File: src/design/wph_pkg.sv
// Package for the WAV PCM header parser: word types, tag constants,
// result and error codes, and a helper that builds an error word.
// No dependencies.
`timescale 1ns / 1ps
`default_nettype none

package wph_pkg;

  // Tags as they appear in the little-endian window, first byte lowest.
  localparam logic [31:0] TAG_RIFF = 32'h4646_4952;  // "RIFF"
  localparam logic [31:0] TAG_WAVE = 32'h4556_4157;  // "WAVE"
  localparam logic [31:0] TAG_FMT  = 32'h2074_6D66;  // "fmt "
  localparam logic [31:0] TAG_DATA = 32'h6174_6164;  // "data"

  localparam logic [31:0] FMT_BLOCK_SIZE = 32'd16;
  localparam logic [15:0] PCM_CODE       = 16'd1;

  // Result kinds.
  localparam logic [1:0] KIND_FORMAT = 2'd0;
  localparam logic [1:0] KIND_DATA   = 2'd1;
  localparam logic [1:0] KIND_ERROR  = 2'd2;

  // Error codes.
  localparam logic [2:0] ERR_RIFF       = 3'd0;
  localparam logic [2:0] ERR_WAVE       = 3'd1;
  localparam logic [2:0] ERR_FMT_TAG    = 3'd2;
  localparam logic [2:0] ERR_FMT_SIZE   = 3'd3;
  localparam logic [2:0] ERR_COMP       = 3'd4;
  localparam logic [2:0] ERR_NO_DATA    = 3'd5;
  localparam logic [2:0] ERR_ZERO_FRAME = 3'd6;
  localparam logic [2:0] ERR_TRUNCATED  = 3'd7;

  typedef struct packed {
    logic [7:0] byte_in;
    logic       end_of_file;
  } wph_in_t;

  typedef struct packed {
    logic [1:0]  kind;
    logic [31:0] sample_rate;
    logic [15:0] num_channels;
    logic [15:0] frame_bytes;
    logic [31:0] frame_count;
    logic [7:0]  data_byte;
    logic [2:0]  error_code;
    logic        last_data;
  } wph_out_t;

  // Error word: every field but the kind and the code is zero.
  function automatic wph_out_t error_word(input logic [2:0] code);
    wph_out_t w;
    w            = '0;
    w.kind       = KIND_ERROR;
    w.error_code = code;
    return w;
  endfunction

endpackage

`default_nettype wire

File: src/design/wav_pcm_header_parser_core.sv
// Top level of the WAV PCM header parser: byte-wide header sequencer,
// bit-serial divider for the frame count, and the output register.
// Depends on wph_pkg.
`timescale 1ns / 1ps
`default_nettype none

// The parser takes a WAV file one byte per input word and checks the RIFF,
// WAVE and fmt tags, a 16-byte fmt block and PCM compression code 1. It
// captures the channel count, sample rate and frame size, then slides a
// four-byte window to find the data tag, giving up once the window start
// reaches the RIFF size. After the data size it emits one format word whose
// frame count is the data size divided by the frame size, and then passes
// each payload byte through as a data word, flagging the last one. Errors
// produce one error word, after which bytes are ignored until the word
// marked end_of_file, which always returns the parser to its reset state.
// The sequencer handles each byte as it arrives, except the last byte of the
// data size field: that word starts a restoring divider that retires one
// quotient bit per cycle, and the input stays not ready until the format word
// lands in the output register. The output register holds one word; while the
// divider is idle, a new input word is taken in the same cycle that the held
// word is taken by the consumer.
module wav_pcm_header_parser_core (
  input  wire              clk_i,
  input  wire              rst_ni,
  input  wire              in_valid_i,
  output logic             in_ready_o,
  input  wire wph_pkg::wph_in_t in_i,
  output logic             out_valid_o,
  input  wire              out_ready_i,
  output wph_pkg::wph_out_t out_o
);

  typedef enum logic [3:0] {
    PH_RIFF    = 4'd0,
    PH_SIZE    = 4'd1,
    PH_WAVE    = 4'd2,
    PH_FMT     = 4'd3,
    PH_FMTSIZE = 4'd4,
    PH_COMP    = 4'd5,
    PH_CHAN    = 4'd6,
    PH_RATE    = 4'd7,
    PH_BPS     = 4'd8,
    PH_ALIGN   = 4'd9,
    PH_BITS    = 4'd10,
    PH_SEARCH  = 4'd11,
    PH_DSIZE   = 4'd12,
    PH_PAYLOAD = 4'd13,
    PH_IDLE    = 4'd14
  } phase_e;

  // Parser state.
  phase_e      phase_q, phase_d;
  logic [31:0] offset_q, offset_d;
  logic [2:0]  shift_q, shift_d;
  logic [31:0] window_q, window_d;
  logic [31:0] riff_size_q, riff_size_d;
  logic [31:0] rate_q, rate_d;
  logic [15:0] chan_q, chan_d;
  logic [15:0] frame_q, frame_d;
  logic [31:0] left_q, left_d;

  // Divider and output register. The divisor is the frame_bytes field of
  // the staged output word.
  logic        div_busy_q, div_busy_d;
  logic [4:0]  div_cnt_q, div_cnt_d;
  logic [31:0] div_quo_q, div_quo_d;
  logic [15:0] div_rem_q, div_rem_d;
  logic        out_valid_q, out_valid_d;
  wph_pkg::wph_out_t out_q, out_d;

  logic in_fire;

  assign in_ready_o  = !div_busy_q && (!out_valid_q || out_ready_i);
  assign in_fire     = in_valid_i && in_ready_o;
  assign out_valid_o = out_valid_q;
  assign out_o       = out_q;

  always_comb begin
    logic [31:0]       win;
    logic [15:0]       half;
    logic [2:0]        fs;
    phase_e            ph;
    logic [31:0]       pl;
    logic [16:0]       rem_sh;
    logic [16:0]       rem_sub;
    logic              res_en;
    logic              start_div;
    wph_pkg::wph_out_t res;

    phase_d     = phase_q;
    offset_d    = offset_q;
    shift_d     = shift_q;
    window_d    = window_q;
    riff_size_d = riff_size_q;
    rate_d      = rate_q;
    chan_d      = chan_q;
    frame_d     = frame_q;
    left_d      = left_q;
    div_busy_d  = div_busy_q;
    div_cnt_d   = div_cnt_q;
    div_quo_d   = div_quo_q;
    div_rem_d   = div_rem_q;
    out_d       = out_q;
    out_valid_d = out_valid_q && !out_ready_i;

    win       = {in_i.byte_in, window_q[31:8]};
    half      = win[31:16];
    fs        = shift_q;
    ph        = phase_q;
    pl        = left_q;
    res_en    = 1'b0;
    start_div = 1'b0;
    res       = '0;

    // One restoring step per cycle: shift in the next dividend bit and
    // subtract the divisor when it fits.
    rem_sh  = {div_rem_q, div_quo_q[31]};
    rem_sub = rem_sh - {1'b0, out_q.frame_bytes};
    if (div_busy_q) begin
      if (!rem_sub[16]) begin
        div_rem_d = rem_sub[15:0];
        div_quo_d = {div_quo_q[30:0], 1'b1};
      end else begin
        div_rem_d = rem_sh[15:0];
        div_quo_d = {div_quo_q[30:0], 1'b0};
      end
      div_cnt_d = div_cnt_q + 5'd1;
      if (div_cnt_q == 5'd31) begin
        div_busy_d        = 1'b0;
        out_d.frame_count = div_quo_d;
        out_valid_d       = 1'b1;
      end
    end

    if (in_fire) begin
      if (offset_q != 32'hFFFF_FFFF) begin
        offset_d = offset_q + 32'd1;
      end
      window_d = win;
      if (phase_q < PH_PAYLOAD && shift_q < 3'd4) begin
        fs = shift_q + 3'd1;
      end

      case (phase_q)
        PH_RIFF: begin
          if (fs == 3'd4) begin
            if (win != wph_pkg::TAG_RIFF) begin
              res_en = 1'b1;
              res    = wph_pkg::error_word(wph_pkg::ERR_RIFF);
              ph     = PH_IDLE;
            end else begin
              ph = PH_SIZE;
            end
            fs = 3'd0;
          end
        end
        PH_SIZE: begin
          if (fs == 3'd4) begin
            riff_size_d = win;
            ph          = PH_WAVE;
            fs          = 3'd0;
          end
        end
        PH_WAVE: begin
          if (fs == 3'd4) begin
            if (win != wph_pkg::TAG_WAVE) begin
              res_en = 1'b1;
              res    = wph_pkg::error_word(wph_pkg::ERR_WAVE);
              ph     = PH_IDLE;
            end else begin
              ph = PH_FMT;
            end
            fs = 3'd0;
          end
        end
        PH_FMT: begin
          if (fs == 3'd4) begin
            if (win != wph_pkg::TAG_FMT) begin
              res_en = 1'b1;
              res    = wph_pkg::error_word(wph_pkg::ERR_FMT_TAG);
              ph     = PH_IDLE;
            end else begin
              ph = PH_FMTSIZE;
            end
            fs = 3'd0;
          end
        end
        PH_FMTSIZE: begin
          if (fs == 3'd4) begin
            if (win != wph_pkg::FMT_BLOCK_SIZE) begin
              res_en = 1'b1;
              res    = wph_pkg::error_word(wph_pkg::ERR_FMT_SIZE);
              ph     = PH_IDLE;
            end else begin
              ph = PH_COMP;
            end
            fs = 3'd0;
          end
        end
        PH_COMP: begin
          if (fs == 3'd2) begin
            if (half != wph_pkg::PCM_CODE) begin
              res_en = 1'b1;
              res    = wph_pkg::error_word(wph_pkg::ERR_COMP);
              ph     = PH_IDLE;
            end else begin
              ph = PH_CHAN;
            end
            fs = 3'd0;
          end
        end
        PH_CHAN: begin
          if (fs == 3'd2) begin
            chan_d = half;
            ph     = PH_RATE;
            fs     = 3'd0;
          end
        end
        PH_RATE: begin
          if (fs == 3'd4) begin
            rate_d = win;
            ph     = PH_BPS;
            fs     = 3'd0;
          end
        end
        PH_BPS: begin
          if (fs == 3'd4) begin
            ph = PH_ALIGN;
            fs = 3'd0;
          end
        end
        PH_ALIGN: begin
          if (fs == 3'd2) begin
            frame_d = half;
            ph      = PH_BITS;
            fs      = 3'd0;
          end
        end
        PH_BITS: begin
          if (fs == 3'd2) begin
            ph = PH_SEARCH;
            fs = 3'd0;
          end
        end
        PH_SEARCH: begin
          // The window is tested once it holds four fresh bytes; its start
          // offset is three below the offset of the newest byte.
          if (fs == 3'd4 && offset_q >= 32'd3) begin
            if (win == wph_pkg::TAG_DATA) begin
              ph = PH_DSIZE;
              fs = 3'd0;
            end else if ((offset_q - 32'd3) >= riff_size_q) begin
              res_en = 1'b1;
              res    = wph_pkg::error_word(wph_pkg::ERR_NO_DATA);
              ph     = PH_IDLE;
              fs     = 3'd0;
            end
          end
        end
        PH_DSIZE: begin
          if (fs == 3'd4) begin
            left_d = win;
            fs     = 3'd0;
            if (frame_q == 16'd0) begin
              res_en = 1'b1;
              res    = wph_pkg::error_word(wph_pkg::ERR_ZERO_FRAME);
              ph     = PH_IDLE;
            end else if (in_i.end_of_file && win != 32'd0) begin
              res_en = 1'b1;
              res    = wph_pkg::error_word(wph_pkg::ERR_TRUNCATED);
              ph     = PH_IDLE;
            end else begin
              // The format word is completed by the divider.
              start_div = 1'b1;
              ph        = (win != 32'd0) ? PH_PAYLOAD : PH_IDLE;
            end
          end
        end
        PH_PAYLOAD: begin
          if (pl != 32'd0) begin
            pl = pl - 32'd1;
          end
          left_d = pl;
          res_en = 1'b1;
          if (in_i.end_of_file && pl != 32'd0) begin
            res = wph_pkg::error_word(wph_pkg::ERR_TRUNCATED);
            ph  = PH_IDLE;
            fs  = 3'd0;
          end else begin
            res.kind      = wph_pkg::KIND_DATA;
            res.data_byte = in_i.byte_in;
            res.last_data = (pl == 32'd0);
            if (pl == 32'd0) begin
              ph = PH_IDLE;
              fs = 3'd0;
            end
          end
        end
        default: begin
        end
      endcase

      phase_d = ph;
      shift_d = fs;

      // A stream that ends before the payload is complete is truncated,
      // unless this byte already produced a word of its own.
      if (in_i.end_of_file && !res_en && !start_div && ph != PH_IDLE) begin
        res_en = 1'b1;
        res    = wph_pkg::error_word(wph_pkg::ERR_TRUNCATED);
      end

      if (res_en) begin
        out_valid_d = 1'b1;
        out_d       = res;
      end

      if (start_div) begin
        div_busy_d         = 1'b1;
        div_cnt_d          = 5'd0;
        div_quo_d          = win;
        div_rem_d          = 16'd0;
        out_d              = '0;
        out_d.kind         = wph_pkg::KIND_FORMAT;
        out_d.sample_rate  = rate_q;
        out_d.num_channels = chan_q;
        out_d.frame_bytes  = frame_q;
      end

      // The final byte of the file returns the parser to its reset state.
      if (in_i.end_of_file) begin
        phase_d     = PH_RIFF;
        offset_d    = 32'd0;
        shift_d     = 3'd0;
        window_d    = 32'd0;
        riff_size_d = 32'd0;
        rate_d      = 32'd0;
        chan_d      = 16'd0;
        frame_d     = 16'd0;
        left_d      = 32'd0;
      end
    end
  end

  always_ff @(posedge clk_i or negedge rst_ni) begin
    if (!rst_ni) begin
      phase_q     <= PH_RIFF;
      offset_q    <= 32'd0;
      shift_q     <= 3'd0;
      window_q    <= 32'd0;
      riff_size_q <= 32'd0;
      rate_q      <= 32'd0;
      chan_q      <= 16'd0;
      frame_q     <= 16'd0;
      left_q      <= 32'd0;
      div_busy_q  <= 1'b0;
      div_cnt_q   <= 5'd0;
      div_quo_q   <= 32'd0;
      div_rem_q   <= 16'd0;
      out_valid_q <= 1'b0;
      out_q       <= '0;
    end else begin
      phase_q     <= phase_d;
      offset_q    <= offset_d;
      shift_q     <= shift_d;
      window_q    <= window_d;
      riff_size_q <= riff_size_d;
      rate_q      <= rate_d;
      chan_q      <= chan_d;
      frame_q     <= frame_d;
      left_q      <= left_d;
      div_busy_q  <= div_busy_d;
      div_cnt_q   <= div_cnt_d;
      div_quo_q   <= div_quo_d;
      div_rem_q   <= div_rem_d;
      out_valid_q <= out_valid_d;
      out_q       <= out_d;
    end
  end

endmodule

`default_nettype wire
File: config.mk
export PLATFORM = sky130hd
export DESIGN_NAME = wav_pcm_header_parser_core
export DESIGN_NICKNAME = d
export VERILOG_FILES = /design/src/design/wph_pkg.sv /design/src/design/wav_pcm_header_parser_core.sv
export SDC_FILE = /design/constraint.sdc
export NUM_CORES = 1
export LEC_CHECK = 0
export ABC_AREA = 1
export ABC_CLOCK_PERIOD_IN_PS = 11100
export BUFFER_PORTS_ARGS = -buffer_cell sky130_fd_sc_hd__buf_4
export CAP_MARGIN = 0
export CORE_UTILIZATION = 48
export DETAILED_ROUTE_END_ITERATION = 6
export PLACE_DENSITY_LB_ADDON = 0.3
export SLEW_MARGIN = 20
export SYNTH_ARGS = -nofsm -noshare
export SYNTH_HDL_FRONTEND = slang
export SYNTH_SLANG_ARGS = --single-unit
File: constraint.sdc
create_clock -name clk_i -period 11.1 [get_ports clk_i]
set_input_delay 1.11 -clock clk_i [delete_from_list [all_inputs] [get_ports clk_i]]
set_output_delay 1.11 -clock clk_i [all_outputs]
set_load 0.02 [all_outputs]
==> flow_summary.ini <==
[status]
status = finished, final reports clean

[setup_path]
worst_path_largest_cell_delay_ps = 670
critical_path.max_fanout = 79
worst_setup_path_start_kind = flip-flop
required_ps = 11570
cpMaxStageDelayCell = nand2_4
critPathBufInv = 1
worst-endpoint-arrival_ps = 6300
critical_path_class = flip-flop to flip-flop
worst_setup_path_end_kind = flip-flop
path_delay_family = simple AND/OR/NAND/NOR gates

[drt]
num_vias = 17920
detail_route.vias_per_cell = 5.564
drt-total-wl_mm = 59.21
detail_route.wl_per_cell_um = 18.39
detailedRoute.firstPassIterationCount = 6
remaining_drc_errors = 0
drt_first_iter_violations = 1556
final_antenna_net_count = 0

[clock_tree]
clk_pin_slew_ps = 60
cts_tree = done
cts-buffers-inserted = 40
clock_insertion_delay_worst_skew_ps = 560
htreeDepth = 2
cts_hold_bufs = 0
cts_post_setup_buffers_inserted = 0
cts_max_path_buffers = 3
clock_sink_count = 356
cells_resized_by_post_cts_repair = 0
clockRootBuffer = clkbuf_16

[logic_synthesis]
async_flop_share_pct = 100.0
synth.net_count = 2660
ys_ff_latch = 356
synthCells = 2593
synth_warnings = 0
yosys.cell_types.count = 49
synth_edf_count = 0
mappedNetlistArea_um2 = 19760
ys.flop_type = dfrtp_1
syn_area_per_cell_um2 = 7.621
yosysSeqAreaShare_pct = 45.08

[floorplanning]
core.rowCount = 73
ios = 125
die-width_um = 204.9
die_h_um = 204.9
initial_utilization_pct = 49.17
design.die.area_um2 = 41980
floorplan.core_area_um2 = 40190

[global_route]
globalRouteTotalUtil_pct = 28.68
antenna_violations_before_repair = 0
grt_max_degree = 117
first_global_vias = 17010
grt.overflow.total = 0
grt_pass1_wl_mm = 93.83

[sta]
fin_skew_ps = 13.63
timing.final.hold_violations = 0
fin_setup_tns_ps = 0
tightest_slew_ps = 987.2
finalSetupViolCount = 0
max_freq_mhz = 171.6
grt_setup_unrepaired = false
maxSlewViolCount = 0
finalCritPeriodShare_pct = 52.49
period_minus_slack_ps = 5826
max-slew-margin-rel_pct = 34.19

[min_path]
worst_hold_path_type = flip-flop to flip-flop

[layout]
antennaDiodeCount = 0
finalNetCount = 2732
final_util_pct = 55.72
synthToLayoutAreaGrowth_pct = 13.32
drive_gt1_share_pct = 10.35
fin_area_um2 = 22390
final_common_cell = nand2_1
most_frequent_cells_in_the_layout = 706 x nand2_1, 355 x dfrtp_1, 287 x nor2_1, 260 x inv_1, 212 x o21ai_0

[run]
max-cap-violations = 0

[power]
ir_drop_v = 0.0001571
cellPowerDensity_nw_per_um2 = 217.6
p_leak_nw = 11.15

[placement]
dp.final_hpwl_mm = 43.11
gp_congestion = 0.9752
placed_cell_area_um2 = 21010
port_buffers = 124
cells in the mapped netlist (all sizes together), types with 7 or more instances:
library cell | n | area (um^2)
nand2 | 725 | 2781
dfrtp | 356 | 8909
nor2 | 302 | 1179
inv | 270 | 1013
o21ai | 223 | 1116
nand3 | 147 | 773.2
a21oi | 91 | 459.2
clkbuf | 79 | 296.5
ha | 53 | 663.1
o211ai | 51 | 382.9
xor2 | 45 | 394.1
nand4 | 41 | 256.5
nor3 | 41 | 216.5
buf | 29 | 177.7
mux2 | 17 | 191.4
mux2i | 17 | 170.2
o21a | 16 | 120.1
nor4 | 14 | 87.58
o22ai | 13 | 81.33
o2111ai | 12 | 105.1
o31ai | 7 | 52.55
flip-flops by register name, indices dropped and copies added (netlist names):
name         flops
out_o          110
frame_q         16
left_q          32
rate_q          32
div_busy_q       1
phase_q          4
window_q        24
chan_q          16
shift_q          3
div_rem_q       16
div_quo_q       32
riff_size_q     32
div_cnt_q        5
out_valid_o      1
offset_q        32
worst min-delay path, cell delays in order, from the launching register on:
cell and delay, ps:
dfrtp_1 340, nand2_1 50, nand2_1 50
cell families (layout without fill, tap and decap cells):
kind of cell / Yosys count / in the layout / share of synthesized area [%]
mux: 34 / 34 / 1.830
simple gates: 1282 / 1282 / 27.22
xor+xnor: 51 / 51 / 2.261
compound gates: 436 / 436 / 12.58
buf+inv: 380 / 482 / 7.567
flops: 356 / 356 / 45.08
fa+ha+maj: 54 / 54 / 3.457
final cells by class:
cell class                      instances  area [um^2]
Clock buffer                           59         1182
Clock inverter                         13        166.4
Inverter                              272         1021
Sequential cell                       356         8910
Fill cell                            3758        17800
Timing Repair Buffer                  138         1064
Multi-Input combinational cell       1857         9393
Tap cell                              525        656.9
routing by layer:
layer / global-route usage, % / up-vias / wire length [um]
met5: 0 / - / 0
met4: 9.683 / 0 / 1712
met3: 4.152 / 105 / 3878
met2: 44.37 / 589 / 26640
met1: 41.12 / 8613 / 26990
li1: - / 8609 / -
stage by stage:
step	setup slack [ps]	power, mW	instances	hold slack, ps
after global placement	5589	3.459	3147	460.1
after detailed placement	5347	3.503	3147	459.8
final	5274	4.873	3220	472.7
after global routing	4661	5.230	3220	497.0
after floorplan	7133	2.963	2593	449.2
after CTS	5296	4.875	3219	474.4
final timing paths:
kind / from / to / slack, ps / cells past startpoint
worst min-delay path: out_o[70]$_DFFE_PN0P_ / out_o[70]$_DFFE_PN0P_ / 470 / 2
min in group asynchronous: rst_ni / left_q[27]$_DFFE_PN0P_ / 630 / 1
max in group asynchronous: rst_ni / chan_q[11]$_DFFE_PN0P_ / 8440 / 3
worst max-delay path: offset_q[10]$_DFFE_PN0P_ / out_o[20]$_DFF_PN0_ / 5270 / 25
worst max register to register: offset_q[10]$_DFFE_PN0P_ / out_o[20]$_DFF_PN0_ / 5270 / 25
worst min register to register: out_o[70]$_DFFE_PN0P_ / out_o[70]$_DFFE_PN0P_ / 470 / 2
power by group:
| group | internal, mW | leakage [nW] | switching [mW] |
|---|---|---|---|
| sequential | 1.49 | 4.67 | 0.153 |
| clock | 0.810 | 0.655 | 0.549 |
| combinational | 0.642 | 5.83 | 1.23 |
No activity file was read; power rests on OpenSTA's default activity.
